File: src/wsfr_pkg.sv
// Package for the WebSocket frame receiver: beat structs, status and kind
// codes, close codes and the status-to-close-code decoder.
// No dependencies.
`timescale 1ns / 1ps

package wsfr_pkg;

  // Position counter width and its saturation value
  localparam int unsigned PosW = 17;
  localparam logic [PosW-1:0] PosMax = {PosW{1'b1}};

  // Header lengths for 7-bit and 16-bit payload length forms
  localparam logic [3:0] HdrShort = 4'd6;
  localparam logic [3:0] HdrExt   = 4'd8;

  // Length field codes and limits
  localparam logic [6:0]  LenExt16   = 7'd126;
  localparam logic [6:0]  LenExt64   = 7'd127;
  localparam logic [15:0] ExtLenMin  = 16'd126;
  localparam logic [PosW-1:0] ExtSegMin = 17'd134;

  // Header bit masks
  localparam logic [7:0] RsvMask = 8'b0111_0000;

  // Opcodes
  localparam logic [3:0] OpContinue = 4'h0;
  localparam logic [3:0] OpText     = 4'h1;
  localparam logic [3:0] OpBinary   = 4'h2;
  localparam logic [3:0] OpClose    = 4'h8;
  localparam logic [3:0] OpPing     = 4'h9;

  // Reserved opcode ranges: non-control and control
  localparam logic [3:0] OpRsvDataLo = 4'h3;
  localparam logic [3:0] OpRsvDataHi = 4'h7;
  localparam logic [3:0] OpRsvCtrlLo = 4'hB;
  localparam logic [3:0] OpRsvCtrlHi = 4'hF;

  // Close codes
  localparam logic [15:0] CloseNormal   = 16'd1000;
  localparam logic [15:0] CloseProtocol = 16'd1002;
  localparam logic [15:0] CloseBadData  = 16'd1003;
  localparam logic [15:0] CloseTooBig   = 16'd1009;
  localparam logic [15:0] CloseNone     = 16'd0;

  typedef enum logic [1:0] {
    KIND_MESSAGE = 2'd0,
    KIND_PONG    = 2'd1,
    KIND_VERDICT = 2'd2
  } kind_e;

  typedef enum logic [3:0] {
    ST_OK            = 4'd0,
    ST_NEED_MORE     = 4'd1,
    ST_TOO_SMALL     = 4'd2,
    ST_RSV_BITS      = 4'd3,
    ST_FIN_CLEAR     = 4'd4,
    ST_RSV_OPCODE    = 4'd5,
    ST_UNEXP_OPCODE  = 4'd6,
    ST_UNMASKED      = 4'd7,
    ST_TOO_BIG       = 4'd8,
    ST_LONG_CONTROL  = 4'd9,
    ST_LEN_MISMATCH  = 4'd10,
    ST_ZERO_MASK     = 4'd11
  } status_e;

  // One received byte with its side-band
  typedef struct packed {
    logic [7:0]      rx_byte;
    logic            first_byte;
    logic            last_byte;
    logic [PosW-1:0] segment_length;
    logic            closing;
  } in_beat_t;

  // One result beat
  typedef struct packed {
    kind_e       kind;
    logic [7:0]  out_byte;
    status_e     status;
    logic [15:0] disconnect_code;
    logic [15:0] peer_code;
    logic        report_error;
    logic [7:0]  pong_length;
    logic        verdict_last;
  } result_t;

  // Results of one byte: zero, one or two beats, in order
  typedef struct packed {
    logic [1:0] count;
    result_t    beat0;
    result_t    beat1;
  } push_t;

  // Close code requested for a verdict status
  function automatic logic [15:0] code_for(status_e st);
    logic [15:0] code;
    unique case (st) inside
      ST_OK, ST_NEED_MORE:     code = CloseNone;
      ST_FIN_CLEAR, ST_TOO_BIG: code = CloseTooBig;
      ST_UNEXP_OPCODE:         code = CloseBadData;
      default:                 code = CloseProtocol;
    endcase
    return code;
  endfunction

endpackage

File: src/wsfr_parser.sv
// Frame parser: per-segment header state, checks, payload unmasking and
// verdict generation for one byte per cycle while fire_i is set.
// Depends on wsfr_pkg.
`timescale 1ns / 1ps

module wsfr_parser
  import wsfr_pkg::*;
(
  input  logic     clk_i,
  input  logic     rst_ni,
  input  logic     fire_i,
  input  in_beat_t in_i,
  output push_t    push_o
);

  logic [PosW-1:0] pos_q, pos_d, pos;
  logic [3:0]      op_q, op_d, op;
  logic [6:0]      short_q, short_d, short_len;
  logic [15:0]     ext_q, ext_d, ext_len;
  logic [31:0]     mask_q, mask_d, mask_key;
  status_e         err_q, err_d, err;
  logic [15:0]     peer_q, peer_d, peer;
  logic [PosW-1:0] total_q, total_d, total;
  logic            closing_q, closing_d, closing;

  logic [3:0]      hdr, hdr_n;
  logic [PosW-1:0] idx;
  logic [7:0]      key_byte, unmasked;
  logic            emit_pay;
  kind_e           pay_kind;
  result_t         pay_beat, verdict_beat;
  logic [15:0]     disc;
  logic [7:0]      pong;
  logic [7:0]      b;

  assign b = in_i.rx_byte;

  // Parse one byte
  always_comb begin
    // a first byte restarts the segment state
    pos       = in_i.first_byte ? '0 : pos_q;
    op        = in_i.first_byte ? OpContinue : op_q;
    short_len = in_i.first_byte ? '0 : short_q;
    ext_len   = in_i.first_byte ? '0 : ext_q;
    mask_key  = in_i.first_byte ? '0 : mask_q;
    err       = in_i.first_byte ? ST_OK : err_q;
    peer      = in_i.first_byte ? CloseNormal : peer_q;
    total     = in_i.first_byte ? in_i.segment_length : total_q;
    closing   = in_i.first_byte ? in_i.closing : closing_q;

    hdr = (short_len == LenExt16) ? HdrExt : HdrShort;
    idx = pos - PosW'(hdr);

    op_d      = op;
    short_d   = short_len;
    ext_d     = ext_len;
    mask_d    = mask_key;
    err_d     = err;
    peer_d    = peer;
    total_d   = total;
    closing_d = closing;

    case (idx[1:0])
      2'd0:    key_byte = mask_key[31:24];
      2'd1:    key_byte = mask_key[23:16];
      2'd2:    key_byte = mask_key[15:8];
      default: key_byte = mask_key[7:0];
    endcase
    unmasked = b ^ key_byte;
    emit_pay = 1'b0;
    pay_kind = KIND_MESSAGE;

    if (err == ST_OK) begin
      if (pos == '0) begin
        // FIN, reserved bits, opcode
        op_d = b[3:0];
        if (total < PosW'(HdrShort)) err_d = ST_TOO_SMALL;
        else if ((b & RsvMask) != '0) err_d = ST_RSV_BITS;
        else if (!b[7]) err_d = ST_FIN_CLEAR;
        else if (b[3:0] inside {[OpRsvDataLo:OpRsvDataHi],
                                [OpRsvCtrlLo:OpRsvCtrlHi]}) err_d = ST_RSV_OPCODE;
        else if (b[3:0] == OpContinue || b[3:0] == OpText) err_d = ST_UNEXP_OPCODE;
      end else if (pos == PosW'(1)) begin
        // mask bit and 7-bit length
        short_d = b[6:0];
        if (!b[7]) err_d = ST_UNMASKED;
        else if (b[6:0] == LenExt64) err_d = ST_TOO_BIG;
        else if (b[6:0] == LenExt16) begin
          if (op != OpBinary) err_d = ST_LONG_CONTROL;
          else if (total < ExtSegMin) err_d = ST_NEED_MORE;
        end
      end else if (hdr == HdrExt && pos < PosW'(4)) begin
        // 16-bit extended length, high byte first
        ext_d = {ext_len[7:0], b};
        if (pos == PosW'(3) && (ext_d < ExtLenMin ||
            total < PosW'(ext_d) + PosW'(HdrExt)))
          err_d = ST_LEN_MISMATCH;
      end else if (pos < PosW'(hdr)) begin
        // masking key, high byte first
        mask_d = {mask_key[23:0], b};
        if (pos == PosW'(hdr - 4'd1) && mask_d == '0) err_d = ST_ZERO_MASK;
      end else begin
        // payload byte
        if (op == OpBinary && !closing) begin
          emit_pay = 1'b1;
        end else if (op == OpPing && !closing) begin
          emit_pay = 1'b1;
          pay_kind = KIND_PONG;
        end
        if (op == OpClose && total >= PosW'(hdr) + PosW'(2)) begin
          if (idx == '0) peer_d = {unmasked, 8'h00};
          else if (idx == PosW'(1)) peer_d = {peer[15:8], unmasked};
        end
      end
    end

    pos_d = (pos == PosMax) ? pos : pos + PosW'(1);

    // verdict on the final byte
    hdr_n = (short_d == LenExt16) ? HdrExt : HdrShort;
    if (in_i.last_byte && err_d == ST_OK && pos_d < PosW'(hdr_n)) err_d = ST_TOO_SMALL;

    disc = CloseNone;
    pong = '0;
    if (err_d != ST_OK) disc = code_for(err_d);
    else if (op_d == OpClose) disc = CloseNormal;
    else if (op_d == OpPing && !closing) pong = 8'(total - PosW'(hdr_n));

    pay_beat = '{kind: pay_kind, out_byte: unmasked, status: ST_OK,
                 disconnect_code: '0, peer_code: '0,
                 report_error: 1'b0, pong_length: '0, verdict_last: 1'b0};
    verdict_beat = '{kind: KIND_VERDICT, out_byte: '0, status: err_d,
                     disconnect_code: disc, peer_code: peer_d,
                     report_error: (err_d == ST_OK && op_d == OpClose &&
                                    peer_d != CloseNormal),
                     pong_length: pong, verdict_last: 1'b1};

    push_o.count = 2'(emit_pay) + 2'(in_i.last_byte);
    push_o.beat0 = emit_pay ? pay_beat : verdict_beat;
    push_o.beat1 = verdict_beat;
  end

  // Segment state
  always_ff @(posedge clk_i or negedge rst_ni) begin
    if (!rst_ni) begin
      pos_q     <= '0;
      op_q      <= OpContinue;
      short_q   <= '0;
      ext_q     <= '0;
      mask_q    <= '0;
      err_q     <= ST_OK;
      peer_q    <= CloseNormal;
      total_q   <= '0;
      closing_q <= 1'b0;
    end else if (fire_i) begin
      pos_q     <= pos_d;
      op_q      <= op_d;
      short_q   <= short_d;
      ext_q     <= ext_d;
      mask_q    <= mask_d;
      err_q     <= err_d;
      peer_q    <= peer_d;
      total_q   <= total_d;
      closing_q <= closing_d;
    end
  end

endmodule

File: src/wsfr_out_fifo.sv
// Four-entry result queue: takes up to two beats per cycle from the
// parser, hands one beat per cycle to the output stream while it is ready.
// Depends on wsfr_pkg.
`timescale 1ns / 1ps

module wsfr_out_fifo
  import wsfr_pkg::*;
(
  input  logic    clk_i,
  input  logic    rst_ni,
  input  logic    push_en_i,
  input  push_t   push_i,
  output logic    room_o,
  output logic    out_valid_o,
  input  logic    out_ready_i,
  output result_t out_o
);

  localparam int unsigned Depth = 4;
  localparam int unsigned PtrW  = $clog2(Depth);

  result_t         entry_q [Depth];
  logic [PtrW-1:0] wptr_q, wptr_d, rptr_q, rptr_d;
  logic [PtrW:0]   count_q, count_d;
  logic [1:0]      n_push;
  logic            pop;

  assign n_push      = push_en_i ? push_i.count : 2'd0;
  assign out_valid_o = (count_q != '0);
  assign pop         = out_valid_o && out_ready_i;
  assign out_o       = entry_q[rptr_q];
  // room for a full two-beat push
  assign room_o      = (count_q <= (PtrW+1)'(Depth - 2));

  // Pointer and fill count
  always_comb begin
    wptr_d  = wptr_q + PtrW'(n_push);
    rptr_d  = rptr_q + PtrW'(pop);
    count_d = count_q + (PtrW+1)'(n_push) - (PtrW+1)'(pop);
  end

  always_ff @(posedge clk_i or negedge rst_ni) begin
    if (!rst_ni) begin
      wptr_q  <= '0;
      rptr_q  <= '0;
      count_q <= '0;
    end else begin
      wptr_q  <= wptr_d;
      rptr_q  <= rptr_d;
      count_q <= count_d;
    end
  end

  // Entry storage
  always_ff @(posedge clk_i) begin
    if (n_push != 2'd0) entry_q[wptr_q] <= push_i.beat0;
    if (n_push == 2'd2) entry_q[wptr_q + PtrW'(1)] <= push_i.beat1;
  end

endmodule

File: src/websocket_frame_receiver.sv
// Top level of the WebSocket frame receiver: input beat register, parser
// and result queue. Depends on wsfr_pkg, wsfr_parser and wsfr_out_fifo.
`timescale 1ns / 1ps

// Takes one segment byte per beat and one beat per clock cycle. Each byte
// passes an input register, is parsed combinationally and is written into a
// four-entry result queue, from which its results are offered on the
// output. A byte gives at most two result beats (a payload byte and the
// verdict on the final byte); the queue drains one beat per cycle while the
// sink is ready, so with an always-ready sink the final byte of a segment
// that streams payload leaves one extra beat in the queue, and input
// throughput is otherwise one byte per cycle. Input is held off only while
// the queue lacks room for two beats.
module websocket_frame_receiver
  import wsfr_pkg::*;
(
  input  logic        clk_i,
  input  logic        rst_ni,
  input  logic        s_axis_tvalid,
  output logic        s_axis_tready,
  // [7:0] rx_byte, [24:8] segment_length, [25] closing, [31:26] zero
  input  logic [31:0] s_axis_tdata,
  // [0] first_byte
  input  logic        s_axis_tuser,
  input  logic        s_axis_tlast,
  output logic        m_axis_tvalid,
  input  logic        m_axis_tready,
  // [7:0] out_byte, [11:8] status, [27:12] disconnect_code,
  // [43:28] peer_code, [44] report_error, [52:45] pong_length,
  // [55:53] zero
  output logic [55:0] m_axis_tdata,
  // [1:0] kind
  output logic [1:0]  m_axis_tuser,
  output logic        m_axis_tlast
);

  in_beat_t in_q;
  logic     in_valid_q, in_valid_d;
  logic     s_accept, fire, room;
  push_t    push;
  result_t  res;

  // Input beat register
  assign fire          = in_valid_q && room;
  assign s_axis_tready = !in_valid_q || fire;
  assign s_accept      = s_axis_tvalid && s_axis_tready;
  assign in_valid_d    = s_accept || (in_valid_q && !fire);

  always_ff @(posedge clk_i or negedge rst_ni) begin
    if (!rst_ni) begin
      in_valid_q <= 1'b0;
    end else begin
      in_valid_q <= in_valid_d;
    end
  end

  always_ff @(posedge clk_i) begin
    if (s_accept) begin
      in_q.rx_byte        <= s_axis_tdata[7:0];
      in_q.first_byte     <= s_axis_tuser;
      in_q.last_byte      <= s_axis_tlast;
      in_q.segment_length <= s_axis_tdata[24:8];
      in_q.closing        <= s_axis_tdata[25];
    end
  end

  wsfr_parser u_parser (
    .clk_i  (clk_i),
    .rst_ni (rst_ni),
    .fire_i (fire),
    .in_i   (in_q),
    .push_o (push)
  );

  wsfr_out_fifo u_out_fifo (
    .clk_i       (clk_i),
    .rst_ni      (rst_ni),
    .push_en_i   (fire),
    .push_i      (push),
    .room_o      (room),
    .out_valid_o (m_axis_tvalid),
    .out_ready_i (m_axis_tready),
    .out_o       (res)
  );

  // Output beat packing
  assign m_axis_tdata = {3'b000, res.pong_length, res.report_error,
                         res.peer_code, res.disconnect_code,
                         res.status, res.out_byte};
  assign m_axis_tuser = res.kind;
  assign m_axis_tlast = res.verdict_last;

endmodule

File: config.mk
export PLATFORM = sky130hd
export DESIGN_NAME = websocket_frame_receiver
export DESIGN_NICKNAME = d
export VERILOG_FILES = /design/src/wsfr_pkg.sv /design/src/wsfr_parser.sv /design/src/wsfr_out_fifo.sv /design/src/websocket_frame_receiver.sv
export SDC_FILE = /design/constraint.sdc
export NUM_CORES = 1
export LEC_CHECK = 0
export BUFFER_PORTS_ARGS = -buffer_cell sky130_fd_sc_hd__buf_2
export CAP_MARGIN = 20
export CORE_ASPECT_RATIO = 1.5
export CORE_MARGIN = 2
export CORE_UTILIZATION = 55
export CTS_CLUSTER_DIAMETER = 200
export DETAILED_ROUTE_END_ITERATION = 12
export GPL_TIMING_DRIVEN = 0
export PLACE_DENSITY = 0.73
export SLEW_MARGIN = 20
export SYNTH_ARGS = -nofsm -noshare
export SYNTH_HDL_FRONTEND = slang
export SYNTH_SLANG_ARGS = --single-unit
File: constraint.sdc
create_clock -name clk_i -period 15.2 [get_ports clk_i]
set_input_delay 2.28 -clock clk_i [delete_from_list [all_inputs] [get_ports clk_i]]
set_output_delay 2.28 -clock clk_i [all_outputs]
set_load 0.02 [all_outputs]
==> results <==
- The share of Yosys cell area claimed by the top area cell type is 30.2%.
- The first-pass detailed-route iteration total is 7.
- Gates resized during post-CTS repair numbered 0.
- Timing analysis after detailed placement gives a worst setup slack of 7.05 ns.
- During I/O placement, the number of pins put on the boundary was 99.
- The power density of the placed cells is 198 mW/mm2.
- The number of buffers inserted by post-CTS setup repair is 0.
- The number of failing hold endpoints at the final stage is 0.
- The number of buffers added to fix hold violations after cts is 0.
- TritonCTS built the clock tree.
- In this run the vertical extent of the chip is 215 um.
- The number of nets in the finished design is 1,676.
- The number of design rule violations left after detail routing is 0.
- In this run, distinct cell masters in the synthesized netlist total 88.
- The average instance area after synthesis is 11.1 um2.
- The run finished with clean final reports.
- The count of flip-flops with a built-in enable after synthesis is 164.
- The final critical path takes up 54.6% of the cycle.
- Setup violations remaining at the end of the flow were counted as 0.
- Clock skew on the completed layout was measured at 0.0119 ns.
- Once layout is complete, the utilization of the core stands at 63.2%.
- Counting both buffers and inverters, the worst setup path holds a total of 11.
- The maximum number of pins on one net before global-route repair is 77.
- From synthesis to final layout, the design area changed by 13.5%.
- Setup slack closes at 6.90 ns.
- The setup path with the least slack is of type reg2reg.
- The global placer's final weighted congestion is 0.951.
- The post-synthesis register bit count is 318.
- Of all flip-flops after synthesis, the portion carrying an async set or reset was 35.8%.
- The peak supply drop is 129 uV.
- Summed over all cells, the static leakage comes to 6.96 nW.
- The fmax is 120 MHz.
- The final critical-path required period is 8.30 ns.
- After filler insertion, the fill cell instance count of the layout stands at 2,388.
- The number of pins with negative max-slew slack in the final report is 0.
- In the final layout, the share of cells above drive strength 1 is 17.7%.
- The required time of the worst setup path is 15.55 ns.
- The count of nets left with antenna violations once routing finished came out at 0.
- The total wirelength of the detailed-routed design is 47,000 um.
- The kind of cell adding the most delay to the critical path is buffers and inverters.
- CTS built an H-tree with a depth of 1.
- Port buffering added 82 buffers.
- For the final routed database, the setup TNS stands at 0 ns.
- Traced cell by cell, the critical path runs through buf_2 > buf_6 > buf_2 > buf_2 > buf_2 > buf_2 > clkbuf_1 > clkbuf_1 > nor2b_1 > ha_1 > nor2b_1 > or3_1 > nor2_1 > nor4b_2 > clkbuf_1 > ha_1 > nor2b_1 > a21oi_1 > or2_2 > inv_2 > nand2_1 > clkbuf_1 > nor4_1.
- The kind of launch point of the worst setup path is a flop.
- Global routing used 30.8% of the available tracks across all layers.
- After clock tree synthesis, the clock-pin slew on the worst setup and hold paths is 0.07 ns.
- The most instantiated flip-flop cell in the synthesis netlist is sky130_fd_sc_hd__edfxtp_1.
- The number of max-cap violations is 0.
- The latest clock arrival within the worst-skew pair is 0.57 ns.
- On the worst path, the slowest cell contributes a delay of 0.70 ns.
- Setup repair after global routing left no endpoint under its margin.
- Measured against its own limit, the worst slew margin works out to 15.6%.
- The wire length of the first global-routing pass is 73,100 um.
- The worst hold path belongs to the class reg2reg.
- Detailed placement finished with a half-perimeter wire length of 34,700 um.
- The floorplan die width is 145 um.
- The library cell with the largest summed area after synthesis is sky130_fd_sc_hd__edfxtp_1.
- Sequential elements use 52.7% of the synthesized area.
- The number of antenna violations at the first check in global routing is 0.
- The floorplan core area is 0.0293 mm2.
- In the final routed layout, each cell accounts on average for 23.3 um.
- The library cell with the highest instance count after synthesis is sky130_fd_sc_hd__nand2_1.
- The initial utilization of the core area, before any placement, comes to 55.7%.
- The post-synthesis cell area is 0.0163 mm2.
- After detailed routing, the number of vias per cell comes to 6.30.
- The number of global-route vias before repair is 12,800.
- The total overflow reported by the global router is 0.
- The largest individual stage delay along the critical path comes from the cell sky130_fd_sc_hd__nor4b_2.
- In the post-synthesis netlist, the biggest area contributors are sky130_fd_sc_hd__edfxtp_1 30%, sky130_fd_sc_hd__dfrtp_1 17%, sky130_fd_sc_hd__mux4_2 7.0%.
- After technology mapping, the gate count stands at 1,472.
- The critical path starts at in_q[19].
- STA classifies the critical path endpoint as a flop.
- By instance count, the cell type seen most on the critical path is sky130_fd_sc_hd__buf_2.
- The total clock buffers created by CTS is 30.
- The slew at the pin with the worst max-slew slack is 1.26 ns.
- The worst endpoint data arrival time is 8.65 ns.
- The clock sink total is 318.
- The worst-case clock buffer depth is 3.
- The die covers 0.0311 mm2.
- The number of antenna diodes in the final layout is 0.
- In this run the clock root is driven by a sky130_fd_sc_hd__clkbuf_16.
- Counting instances in the post-synthesis netlist gives the leading cell types as 169 x sky130_fd_sc_hd__nand2_1, 164 x sky130_fd_sc_hd__edfxtp_1, 147 x sky130_fd_sc_hd__nor2_1.
- The largest fanout on the critical path is 17.
- The initial DRC count is 1,156.
- The floorplan has 77 rows.
- The count of yosys warnings during synthesis is 0.
- The reg-to-reg startpoint is in_q[19].
- The worst hold path begins at u_out_fifo.entry_q[2][0].
- The routed layout has 12,700 vias.
cells by family after synthesis:
family | synth area share [%]
XOR/XNOR | 2.10
AO/OA/AOI/OAI | 12.1
flip-flops | 52.7
adder cells (fa/ha/maj) | 3.06
multiplexers | 10.2
other | 0.0230
buffers and inverters | 4.01
AND/OR/NAND/NOR | 15.8
layout by cell type (no fill, tap or decap), drive strengths merged, types with 7 or more instances in the layout:
master,n
a211oi,15
a21o,7
a21oi,41
a22o,33
a22oi,25
a31oi,10
and2,8
and3,8
buf,132
bufinv,7
clkbuf,105
conb,10
dfrtp,108
dfxtp,40
edfxtp,164
ha,35
inv,40
mux2,34
mux2i,13
mux4,51
nand2,169
nand2b,14
nand3,21
nand4,13
nor2,148
nor2b,15
nor3,33
nor4,61
o21ai,114
or3,12
or4,10
xnor2,25
xor2,14
through the flow:
| step | power [mW] | std cells | hold WS [ns] | cell area [um2] |
|---|---|---|---|---|
| after floorplan | 2.27 | 1481 | 0.418 | 16300 |
| after global placement | 2.77 | 1958 | 0.428 | 17200 |
| after detailed placement | 2.82 | 1963 | 0.441 | 17400 |
| after CTS | 3.66 | 2019 | 0.454 | 18500 |
| after global routing | 3.85 | 2019 | 0.476 | 18500 |
| final | 3.67 | 2019 | 0.452 | 18500 |
state kept, by name, summed over array words and instances (netlist names), 2 cells and up:
register	cells
u_parser.err_q	4
u_out_fifo.count_q	3
in_q	28
u_out_fifo.wptr_q	2
u_parser.total_q	17
u_parser.peer_q	16
u_out_fifo.entry_q	176
u_parser.pos_q	17
u_parser.mask_q	32
u_parser.op_q	4
u_parser.ext_q	8
u_out_fifo.rptr_q	2
u_parser.short_q	7
report_power, final:
group	internal, mW	total, mW	switching (mW)
Combinational	0.547	1.58	1.03
Clock	0.511	0.842	0.331
Sequential	1.10	1.24	0.142
final cells by class:
class,instances,area [um2],area share [%]
well taps,395,494,2.67
inverters,39,146,0.791
plain buffers,110,507,2.74
repair buffers,87,547,2.96
clock inverters,16,264,1.43
multi-input cells,1014,7110,38.4
clock buffers,40,850,4.59
flip-flops and latches,318,8590,46.4
metal layers:
layer / vias up / wire, um / track usage [%] / share of wire [%]
li1: 5719 / - / - / -
met1: 6248 / 17400 / 37.0 / 37
met2: 578 / 24000 / 53.1 / 51
met3: 165 / 2420 / 3.32 / 5.2
met4: 0 / 3260 / 18.1 / 6.9
met5: - / 0 / 0 / 0
path summary, 6_finish.rpt:
kind                                             to  cells after the start  slack (ns)
max in group asynchronous        u_parser.peer_q[9]                      2       12.79
min reg2reg                u_out_fifo.entry_q[2][0]                      2        0.45
max reg2reg                u_out_fifo.entry_q[3][4]                     23        6.90
min in group asynchronous       u_parser.mask_q[26]                      1        1.62
max                        u_out_fifo.entry_q[3][4]                     23        6.90
min                        u_out_fifo.entry_q[2][0]                      2        0.45
tightest hold or removal path, stage by stage, from the launching register on:
cell                      delay, ns
sky130_fd_sc_hd__dfxtp_1       0.31
sky130_fd_sc_hd__nand2_1       0.06
sky130_fd_sc_hd__nand2_1       0.04
No activity file was read; power rests on OpenSTA's default activity.
